==> config.mk <==
export PLATFORM = sky130hd
export DESIGN_NAME = multi_slot_timer_table
export DESIGN_NICKNAME = d
export VERILOG_FILES = /design/src/mstt_pkg.sv /design/src/mstt_slot_ram.sv /design/src/multi_slot_timer_table.sv
export VERILOG_INCLUDE_DIRS = /design/src /design/src/src
export SDC_FILE = /design/constraint.sdc
export NUM_CORES = 2
export LEC_CHECK = 0
export ABC_AREA = 1
export BUFFER_PORTS_ARGS = -buffer_cell sky130_fd_sc_hd__buf_2
export CORE_MARGIN = 8
export CORE_UTILIZATION = 38
export CTS_BUF_LIST = sky130_fd_sc_hd__clkbuf_16
export CTS_CLUSTER_DIAMETER = 200
export CTS_CLUSTER_SIZE = 12
export DETAILED_ROUTE_END_ITERATION = 10
export SLEW_MARGIN = 10
export SYNTH_ARGS = -nofsm -noshare
export SYNTH_HDL_FRONTEND = slang
export SYNTH_SLANG_ARGS = --single-unit
==> constraint.sdc <==
create_clock -name clk -period 8.3 [get_ports clk]
set_input_delay 0 -clock clk [delete_from_list [all_inputs] [get_ports clk]]
set_output_delay 0 -clock clk [all_outputs]
set_load 0.05 [all_outputs]
==> src/assert_macros.svh <==
// assertion macros shared by the timer table rtl
// expects signals named clk and rst_n in the including module
`ifndef ASSERT_MACROS_SVH
`define ASSERT_MACROS_SVH

// property checked at every clock edge outside reset
`define ASSERT_CLK(lbl, prop, msg) \
  lbl: assert property (@(posedge clk) disable iff (!rst_n) prop) else $error(msg);

// consequent checked in the cycle after the antecedent
`define ASSERT_NEXT(lbl, ante, cons, msg) \
  lbl: assert property (@(posedge clk) disable iff (!rst_n) (ante) |=> (cons)) else $error(msg);

`endif

==> src/mstt_pkg.sv <==
// types, codes and helpers for the multi-slot timer table
// no dependencies
`timescale 1ns / 1ps

package mstt_pkg;

  localparam int FIRE_CAP = 8;
  localparam int FIRE_W   = $clog2(FIRE_CAP + 1);

  typedef enum logic [1:0] {
    FUNC_SET    = 2'd0,
    FUNC_CANCEL = 2'd1,
    FUNC_TICK   = 2'd2,
    FUNC_RSVD   = 2'd3
  } func_t;

  typedef enum logic [2:0] {
    STAT_OK        = 3'd0,
    STAT_NOT_FOUND = 3'd1,
    STAT_INVALID   = 3'd2,
    STAT_EXISTS    = 3'd3,
    STAT_FULL      = 3'd4
  } status_t;

  localparam logic KIND_STATUS = 1'b0;
  localparam logic KIND_EXPIRY = 1'b1;

  typedef struct packed {
    func_t       func;
    logic [15:0] tmr_id;
    logic [4:0]  owner_state;
    logic [31:0] delay;
    logic [31:0] reload_period;
    logic [31:0] now;
  } in_item_t;

  typedef struct packed {
    logic        kind;
    status_t     status;
    logic [15:0] fired_tmr_id;
    logic [4:0]  fired_state;
    logic [31:0] next_due;
    logic        last;
  } out_item_t;

  // one timer slot as held in the slot memory, id zero means free
  typedef struct packed {
    logic [15:0] id;
    logic [4:0]  owner;
    logic [31:0] due;
    logic [31:0] period;
  } slot_t;

  function automatic logic [31:0] sat_add(input logic [31:0] a, input logic [31:0] b);
    logic [32:0] s;
    s = {1'b0, a} + {1'b0, b};
    return s[32] ? 32'hFFFF_FFFF : s[31:0];
  endfunction

endpackage

==> src/mstt_slot_ram.sv <==
// slot memory: one write port, one registered read port
// entries never written since reset read as a free slot; uses mstt_pkg
`timescale 1ns / 1ps

module mstt_slot_ram #(
  parameter int SLOTS = 8,
  parameter int AW    = 3
) (
  input  logic            clk,
  input  logic            rst_n,
  input  logic            we,
  input  logic [AW-1:0]   waddr,
  input  mstt_pkg::slot_t wdata,
  input  logic [AW-1:0]   raddr,
  output mstt_pkg::slot_t rdata
);

  mstt_pkg::slot_t slot_mem [SLOTS];
  logic [SLOTS-1:0] vld_r;
  mstt_pkg::slot_t  rdata_r;
  logic             rvld_r;

  always_ff @(posedge clk) begin
    if (we) begin
      slot_mem[waddr] <= wdata;
    end
    rdata_r <= slot_mem[raddr];
  end

  always_ff @(posedge clk) begin
    if (!rst_n) begin
      vld_r  <= '0;
      rvld_r <= 1'b0;
    end else begin
      if (we) begin
        vld_r[waddr] <= 1'b1;
      end
      rvld_r <= vld_r[raddr];
    end
  end

  assign rdata = rvld_r ? rdata_r : '0;

endmodule

==> src/multi_slot_timer_table.sv <==
// multi-slot timer table: set, cancel and tick items over a slot memory
// uses mstt_pkg, mstt_slot_ram and assert_macros.svh
`timescale 1ns / 1ps
`include "assert_macros.svh"

//  channel  ports                        handshake
//  input    start, busy, in_item         taken when start && !busy
//  result   out_valid, out_item          one-cycle strobe, cannot be held off
//  config   cfg_valid, cfg_ready, cfg_data  written when cfg_valid && cfg_ready
//
// a set or cancel that goes ahead makes one pass over the slot memory to match,
// a write, a second pass to find the earliest due time, then the summary. a tick
// makes one pass that fires, reloads and finds the minimum together, then the
// summary; a rejected item goes straight to the summary. the slot memory has one
// read port and is read one entry per cycle.
// reset is synchronous, active low, and marks every slot free; results are never stalled.

module multi_slot_timer_table #(
  parameter int SLOTS  = 8,
  parameter int STATES = 32
) (
  input  logic               clk,
  input  logic               rst_n,
  input  logic               start,
  output logic               busy,
  input  mstt_pkg::in_item_t in_item,
  output logic               out_valid,
  output mstt_pkg::out_item_t out_item,
  input  logic               cfg_valid,
  output logic               cfg_ready,
  input  logic [31:0]        cfg_data
);

  localparam int AW = (SLOTS > 1) ? $clog2(SLOTS) : 1;
  localparam int CW = $clog2(SLOTS + 1);
  localparam int FW = mstt_pkg::FIRE_W;

  typedef enum logic [2:0] {
    ST_IDLE,
    ST_SCAN,
    ST_WRITE,
    ST_MIN,
    ST_DONE
  } state_t;

  state_t                   state_r, state_nxt;
  mstt_pkg::in_item_t       item_r, item_nxt;
  logic [CW-1:0]            cnt_r, cnt_nxt;
  logic [AW-1:0]            tgt_r, tgt_nxt;
  logic                     tgt_ok_r, tgt_ok_nxt;
  logic                     dup_ok_r, dup_ok_nxt;
  logic                     dup_per_r, dup_per_nxt;
  logic [FW-1:0]            fired_r, fired_nxt;
  logic                     any_r, any_nxt;
  logic [31:0]              best_r, best_nxt;
  logic [31:0]              earliest_r, earliest_nxt;
  mstt_pkg::status_t        status_r, status_nxt;
  logic [31:0]              valid_states_r, valid_states_nxt;
  logic                     out_valid_r, out_valid_nxt;
  mstt_pkg::out_item_t      out_item_r, out_item_nxt;

  logic                     ram_we;
  logic [AW-1:0]            ram_waddr;
  mstt_pkg::slot_t          ram_wdata;
  logic [AW-1:0]            ram_raddr;
  mstt_pkg::slot_t          ent;

  logic [CW-1:0]            cnt_m1;
  logic [AW-1:0]            idx;
  logic                     end_pass;
  logic                     accept;
  logic                     reject;
  logic                     armed;
  logic                     due_hit;
  logic                     key_hit;
  mstt_pkg::slot_t          upd;
  logic                     cand_ok;
  logic [31:0]              cand_due;

  mstt_slot_ram #(
    .SLOTS (SLOTS),
    .AW    (AW)
  ) u_slot_ram (
    .clk   (clk),
    .rst_n (rst_n),
    .we    (ram_we),
    .waddr (ram_waddr),
    .wdata (ram_wdata),
    .raddr (ram_raddr),
    .rdata (ent)
  );

  assign busy      = (state_r != ST_IDLE);
  assign accept    = start && !busy;
  assign cfg_ready = 1'b1;
  assign out_valid = out_valid_r;
  assign out_item  = out_item_r;

  assign cnt_m1    = cnt_r - 1'b1;
  assign idx       = cnt_m1[AW-1:0];
  assign end_pass  = (cnt_r == CW'(SLOTS));
  assign ram_raddr = (cnt_r < CW'(SLOTS)) ? cnt_r[AW-1:0] : '0;

  // requests that are refused before touching the table
  always_comb begin
    reject = 1'b0;
    unique case (in_item.func)
      mstt_pkg::FUNC_SET: begin
        reject = (in_item.tmr_id == '0)
              || ({1'b0, in_item.owner_state} >= 6'(STATES))
              || !valid_states_r[in_item.owner_state]
              || ((in_item.delay == '0) && (in_item.reload_period == '0));
      end
      mstt_pkg::FUNC_CANCEL: reject = (in_item.tmr_id == '0);
      mstt_pkg::FUNC_TICK:   reject = 1'b0;
      default:               reject = 1'b1;
    endcase
  end

  // per-entry terms for the slot just read
  always_comb begin
    armed   = (ent.id != '0);
    key_hit = armed && (ent.id == item_r.tmr_id) && (ent.owner == item_r.owner_state);
    due_hit = armed && (ent.due <= item_r.now) && (fired_r < FW'(mstt_pkg::FIRE_CAP));
    upd     = ent;
    if (ent.period == '0) begin
      upd.id = '0;
    end else begin
      upd.due = mstt_pkg::sat_add(ent.due, ent.period);
    end
    if ((state_r == ST_SCAN) && due_hit) begin
      cand_ok  = (ent.period != '0);
      cand_due = upd.due;
    end else begin
      cand_ok  = armed;
      cand_due = ent.due;
    end
  end

  always_comb begin
    state_nxt        = state_r;
    item_nxt         = item_r;
    cnt_nxt          = cnt_r;
    tgt_nxt          = tgt_r;
    tgt_ok_nxt       = tgt_ok_r;
    dup_ok_nxt       = dup_ok_r;
    dup_per_nxt      = dup_per_r;
    fired_nxt        = fired_r;
    any_nxt          = any_r;
    best_nxt         = best_r;
    earliest_nxt     = earliest_r;
    status_nxt       = status_r;
    valid_states_nxt = valid_states_r;
    out_valid_nxt    = 1'b0;
    out_item_nxt     = out_item_r;
    ram_we           = 1'b0;
    ram_waddr        = idx;
    ram_wdata        = upd;

    if (cfg_valid && cfg_ready) begin
      valid_states_nxt = cfg_data;
    end

    unique case (state_r)
      ST_IDLE: begin
        if (accept) begin
          item_nxt    = in_item;
          cnt_nxt     = '0;
          tgt_ok_nxt  = 1'b0;
          dup_ok_nxt  = 1'b0;
          dup_per_nxt = 1'b0;
          fired_nxt   = '0;
          any_nxt     = 1'b0;
          best_nxt    = '0;
          if (reject) begin
            status_nxt = mstt_pkg::STAT_INVALID;
            state_nxt  = ST_DONE;
          end else begin
            status_nxt = mstt_pkg::STAT_OK;
            state_nxt  = ST_SCAN;
          end
        end
      end

      ST_SCAN: begin
        if (cnt_r != '0) begin
          unique case (item_r.func)
            mstt_pkg::FUNC_SET: begin
              if (!dup_ok_r) begin
                if (!armed) begin
                  if (!tgt_ok_r) begin
                    tgt_nxt    = idx;
                    tgt_ok_nxt = 1'b1;
                  end
                end else if (key_hit) begin
                  tgt_nxt     = idx;
                  dup_ok_nxt  = 1'b1;
                  dup_per_nxt = (ent.period != '0);
                end
              end
            end
            mstt_pkg::FUNC_CANCEL: begin
              if (!dup_ok_r && key_hit) begin
                tgt_nxt    = idx;
                dup_ok_nxt = 1'b1;
              end
            end
            mstt_pkg::FUNC_TICK: begin
              if (due_hit) begin
                ram_we        = 1'b1;
                fired_nxt     = fired_r + 1'b1;
                out_valid_nxt = 1'b1;
                out_item_nxt  = '{kind: mstt_pkg::KIND_EXPIRY, status: mstt_pkg::STAT_OK,
                                  fired_tmr_id: ent.id, fired_state: ent.owner,
                                  next_due: '0, last: 1'b0};
              end
              if (cand_ok && (!any_r || (cand_due < best_r))) begin
                best_nxt = cand_due;
              end
              any_nxt = any_r || cand_ok;
            end
            default: begin
            end
          endcase

          if (end_pass) begin
            unique case (item_r.func)
              mstt_pkg::FUNC_SET: begin
                if (dup_ok_nxt && (dup_per_nxt || (item_r.reload_period != '0))) begin
                  status_nxt = mstt_pkg::STAT_EXISTS;
                  state_nxt  = ST_DONE;
                end else if (!dup_ok_nxt && !tgt_ok_nxt) begin
                  status_nxt = mstt_pkg::STAT_FULL;
                  state_nxt  = ST_DONE;
                end else begin
                  state_nxt = ST_WRITE;
                end
              end
              mstt_pkg::FUNC_CANCEL: begin
                if (dup_ok_nxt) begin
                  state_nxt = ST_WRITE;
                end else begin
                  status_nxt = mstt_pkg::STAT_NOT_FOUND;
                  state_nxt  = ST_DONE;
                end
              end
              default: begin
                earliest_nxt = any_nxt ? best_nxt : '0;
                state_nxt    = ST_DONE;
              end
            endcase
          end else begin
            cnt_nxt = cnt_r + 1'b1;
          end
        end else begin
          cnt_nxt = cnt_r + 1'b1;
        end
      end

      ST_WRITE: begin
        ram_we    = 1'b1;
        ram_waddr = tgt_r;
        if (item_r.func == mstt_pkg::FUNC_SET) begin
          ram_wdata.id     = item_r.tmr_id;
          ram_wdata.owner  = item_r.owner_state;
          ram_wdata.due    = mstt_pkg::sat_add(item_r.now,
                               (item_r.delay == '0) ? item_r.reload_period : item_r.delay);
          ram_wdata.period = item_r.reload_period;
        end else begin
          ram_wdata = '0;
        end
        cnt_nxt   = '0;
        any_nxt   = 1'b0;
        best_nxt  = '0;
        state_nxt = ST_MIN;
      end

      ST_MIN: begin
        if (cnt_r != '0) begin
          if (cand_ok && (!any_r || (cand_due < best_r))) begin
            best_nxt = cand_due;
          end
          any_nxt = any_r || cand_ok;
          if (end_pass) begin
            earliest_nxt = any_nxt ? best_nxt : '0;
            state_nxt    = ST_DONE;
          end else begin
            cnt_nxt = cnt_r + 1'b1;
          end
        end else begin
          cnt_nxt = cnt_r + 1'b1;
        end
      end

      ST_DONE: begin
        out_valid_nxt = 1'b1;
        out_item_nxt  = '{kind: mstt_pkg::KIND_STATUS, status: status_r,
                          fired_tmr_id: '0, fired_state: '0,
                          next_due: earliest_r, last: 1'b1};
        state_nxt     = ST_IDLE;
      end

      default: state_nxt = ST_IDLE;
    endcase
  end

  always_ff @(posedge clk) begin
    item_r     <= item_nxt;
    tgt_r      <= tgt_nxt;
    best_r     <= best_nxt;
    status_r   <= status_nxt;
    out_item_r <= out_item_nxt;
    if (!rst_n) begin
      state_r        <= ST_IDLE;
      cnt_r          <= '0;
      tgt_ok_r       <= 1'b0;
      dup_ok_r       <= 1'b0;
      dup_per_r      <= 1'b0;
      fired_r        <= '0;
      any_r          <= 1'b0;
      earliest_r     <= '0;
      valid_states_r <= '0;
      out_valid_r    <= 1'b0;
    end else begin
      state_r        <= state_nxt;
      cnt_r          <= cnt_nxt;
      tgt_ok_r       <= tgt_ok_nxt;
      dup_ok_r       <= dup_ok_nxt;
      dup_per_r      <= dup_per_nxt;
      fired_r        <= fired_nxt;
      any_r          <= any_nxt;
      earliest_r     <= earliest_nxt;
      valid_states_r <= valid_states_nxt;
      out_valid_r    <= out_valid_nxt;
    end
  end

  `ASSERT_CLK(a_exp_busy, (out_valid_r && !out_item_r.last) |-> busy, "expiry outside a tick")
  `ASSERT_CLK(a_sum_due, (out_valid_r && out_item_r.last) |-> (out_item_r.next_due == earliest_r), "stale next_due")
  `ASSERT_CLK(a_wr_busy, ram_we |-> ((state_r == ST_SCAN) || (state_r == ST_WRITE)), "stray slot write")
  `ASSERT_NEXT(a_accept_quiet, start && !busy, !out_valid_r, "result item right after accept")

endmodule
==> flow_summary.json <==
{
  "grt_max_degree": 175,
  "gp_congestion": 0.939,
  "synth.most_common_cell": "nand2_1",
  "fp.dieArea_um2": 138000,
  "syn-num-nets": 4834,
  "max_freq_mhz": 145,
  "root_buffer": "clkbuf_16",
  "start_util_pct": 38.3,
  "critPathMaxStageDelay_ns": 0.99,
  "synth_edf_count": 895,
  "ctsResizeCount": 0,
  "fin_skew_ns": 0.0624,
  "netlist_top_cells_area": "edfxtp_1 (56%), dfxtp_1 (7.2%), nand2_1 (7.2%)",
  "path_common_cell": "nand2_1",
  "vias": 36900,
  "synthCells": 4550,
  "syn_avg_cell_area_um2": 10.6,
  "hold_viol": 0,
  "crit_path_end_kind": "register",
  "reg2regPathDepth": 34,
  "finalCriticalPeriod_ns": 6.89,
  "nets": 5233,
  "netlist.area_leader.share_pct": 55.8,
  "cts_tree": "built",
  "final_area_um2": 56600,
  "cts.reportedPaths.clkPinSlew_ns": 0.07,
  "max_cap_violations": 0,
  "drt_iter0_markers": 3609,
  "antenna_found_initial": 10,
  "powerDensity_nw_per_um2": 241,
  "async_flop_share_pct": 0,
  "cts.sinks": 1069,
  "whs_endpoint": "item_r[13]",
  "drc": 0,
  "synth_area_leader_cell": "edfxtp_1",
  "fillers": 11500,
  "p_comb_share_pct": 21.0,
  "finalCritPeriodShare_pct": 83.1,
  "die_h_um": 372,
  "path_class": "register to register",
  "area_delta_synth_final_pct": 17.5,
  "drtAntennaViolNets": 0,
  "cp_num_buf_inv": 4,
  "dp_cells": 6225,
  "tns_ns": 0,
  "dp_hpwl_mm": 91.6,
  "cpMaxStageDelayCell": "dfxtp_4",
  "routed_wl_mm": 150,
  "status": "completed",
  "core_area_um2": 126000,
  "synth_area_um2": 48100,
  "slew_headroom_pct": 20.9,
  "ys_seq_area_share_pct": 63.1,
  "fin_cells": 6694,
  "cts_buffer_depth": 3,
  "r2r_start": "u_slot_ram.rvld_r",
  "power_mw": 13.6,
  "grt_pass1_wl_mm": 224,
  "detail_route.wl_per_cell_um": 22.5,
  "die_x_um": 372,
  "critPathRequiredTime_ns": 8.94,
  "holdWs_ns": 0.0239,
  "synth_seq_cells": 1069,
  "grt_pass1_vias": 35900,
  "power.switching_mw": 4.30,
  "p_clk_share_pct": 31.1,
  "slew_violations": 0,
  "cts_made_buffers": 99,
  "portBuffers": 214,
  "path_max_fanout": 68,
  "num_io_pins": 216,
  "h-tree-depth": 3,
  "setup_viol": 0,
  "rsz0062_at_grt": "false",
  "path_depth": 34,
  "min_path_type": "input port to register",
  "synth_ff_type": "edfxtp_1",
  "viasPerCell": 5.52,
  "cp.arrival_ns": 7.54,
  "critPathTopFamily": "simple AND/OR/NAND/NOR gates",
  "p_leak_nw": 22.3,
  "netlist_top_cells_count": "nand2_1 (921), edfxtp_1 (895), nand3_1 (433)",
  "grtUsageTotal_pct": 21.0,
  "placement_rows": 130,
  "synth_cell_types": 50,
  "p_int_mw": 9.34,
  "worst_pin_slew_ns": 1.19,
  "hold_path_depth": 2,
  "gr-total-overflow": 0,
  "peakVddDrop_uv": 171,
  "clk_latency_ns": 0.75,
  "hold_path.startpoint": "in_item[13]",
  "drive_above_1_share_pct": 10.1,
  "power_frac_seq_pct": 47.8,
  "reg2reg_to": "earliest_r[18]",
  "switching_share_pct": 31.5,
  "dr.pass1.iters": 6,
  "ys_warn_count": 0,
  "placed_area_um2": 50800,
  "cp-start-kind": "register",
  "reg2reg_slack_ns": 1.41
}
per-layer routing:
layer	vias to the layer above	share of wire, %	global-route usage, %
met3	276	7.1	2.86
met5	-	0	0
li1	17100	-	-
met1	18000	41	27.3
met4	0	3.8	8.23
met2	1585	48	35.5
what timing repair did:
| item | 4_1_cts | 5_1_grt |
|---|---|---|
| endpoints found under the hold margin | 183 | 0 |
| endpoints found under the setup margin | 0 | 0 |
| hold buffers | 273 | 0 |
| buffers inserted | 0 | 0 |
per-stage QoR:
| stage | setup slack, ns | util, % |
|---|---|---|
| 3_5_place_dp | 1.63 | 40.4 |
| 4_1_cts | 1.57 | 45.0 |
| 5_1_grt | 0.853 | 45.0 |
| 6_report | 1.41 | 45.0 |
| 3_3_place_gp | 1.68 | 40.4 |
| 2_1_floorplan | 0.851 | - |
layout make-up:
cell class | instances | area, µm² | share of cell area (%)
clock inverter | 87 | 484 | 0.856
inverter | 435 | 1670 | 2.94
tap | 1650 | 2060 | 3.65
timing repair buffer | 544 | 4260 | 7.53
sequential | 1069 | 30400 | 53.7
antenna | 10 | 25.0 | 0.0443
multi-input combinational | 2800 | 15200 | 26.9
clock buffer | 99 | 2480 | 4.38
how the worst max path moves through the flow:
stage	end	start	slack, ns
floorplan	fired_r[3]	state_r[2]	0.85
global placement	earliest_r[1]	u_slot_ram.rvld_r	1.68
detailed placement	earliest_r[18]	u_slot_ram.rvld_r	1.63
CTS	earliest_r[18]	u_slot_ram.rvld_r	1.57
global route	earliest_r[2]	u_slot_ram.rvld_r	0.85
finish	earliest_r[18]	u_slot_ram.rvld_r	1.41
state kept, by name, indices dropped and copies added, names as in the netlist:
name / flops
any_r: 1
status_r: 3
state_r: 3
u_slot_ram.rdata_r: 85
u_slot_ram.rvld_r: 1
fired_r: 4
tgt_r: 3
u_slot_ram.slot_mem: 680
cnt_r: 4
tgt_ok_r: 1
best_r: 32
earliest_r: 32
valid_states_r: 32
dup_ok_r: 1
u_slot_ram.vld_r: 8
out_item: 58
item_r: 119
dup_per_r: 1
out_valid: 1
power groups by stage:
stage / sequential (mW) / combinational, mW / clock (mW)
6_report: 6.53 / 2.87 / 4.25
5_1_grt: 6.54 / 3.12 / 4.51
4_1_cts: 6.52 / 2.83 / 4.32
3_5_place_dp: 6.64 / 2.71 / 0
3_3_place_gp: 6.64 / 2.68 / 0
2_1_floorplan: 6.62 / 1.77 / 0
cells in the final DEF (no fill, tap or decap), types with 99 or more instances in the layout:
cell	synthesis	layout
a21oi_1	263	262
buf_2	13	214
clkbuf_16	0	99
dfxtp_1	174	172
dlygate4sd3_1	0	273
edfxtp_1	895	895
ha_1	127	127
inv_1	412	483
nand2_1	921	920
nand3_1	433	433
nor2_1	216	205
o21ai_0	230	230
o221ai_1	172	172
cells by family (layout without fill, tap and decap cells):
family	after synthesis	count (layout)	share of synthesized area, %
buffers and inverters	681	1165	5.57
other	1	11	0.00779
adders and majority gates	129	129	3.38
and+or+nand+nor	1727	1727	15.6
AOI/OAI and AO/OA	899	899	11.5
xor gates and xnor gates	44	44	0.801
DFF	1069	1069	63.1
Note: power is estimated with default switching activity, not from simulation.
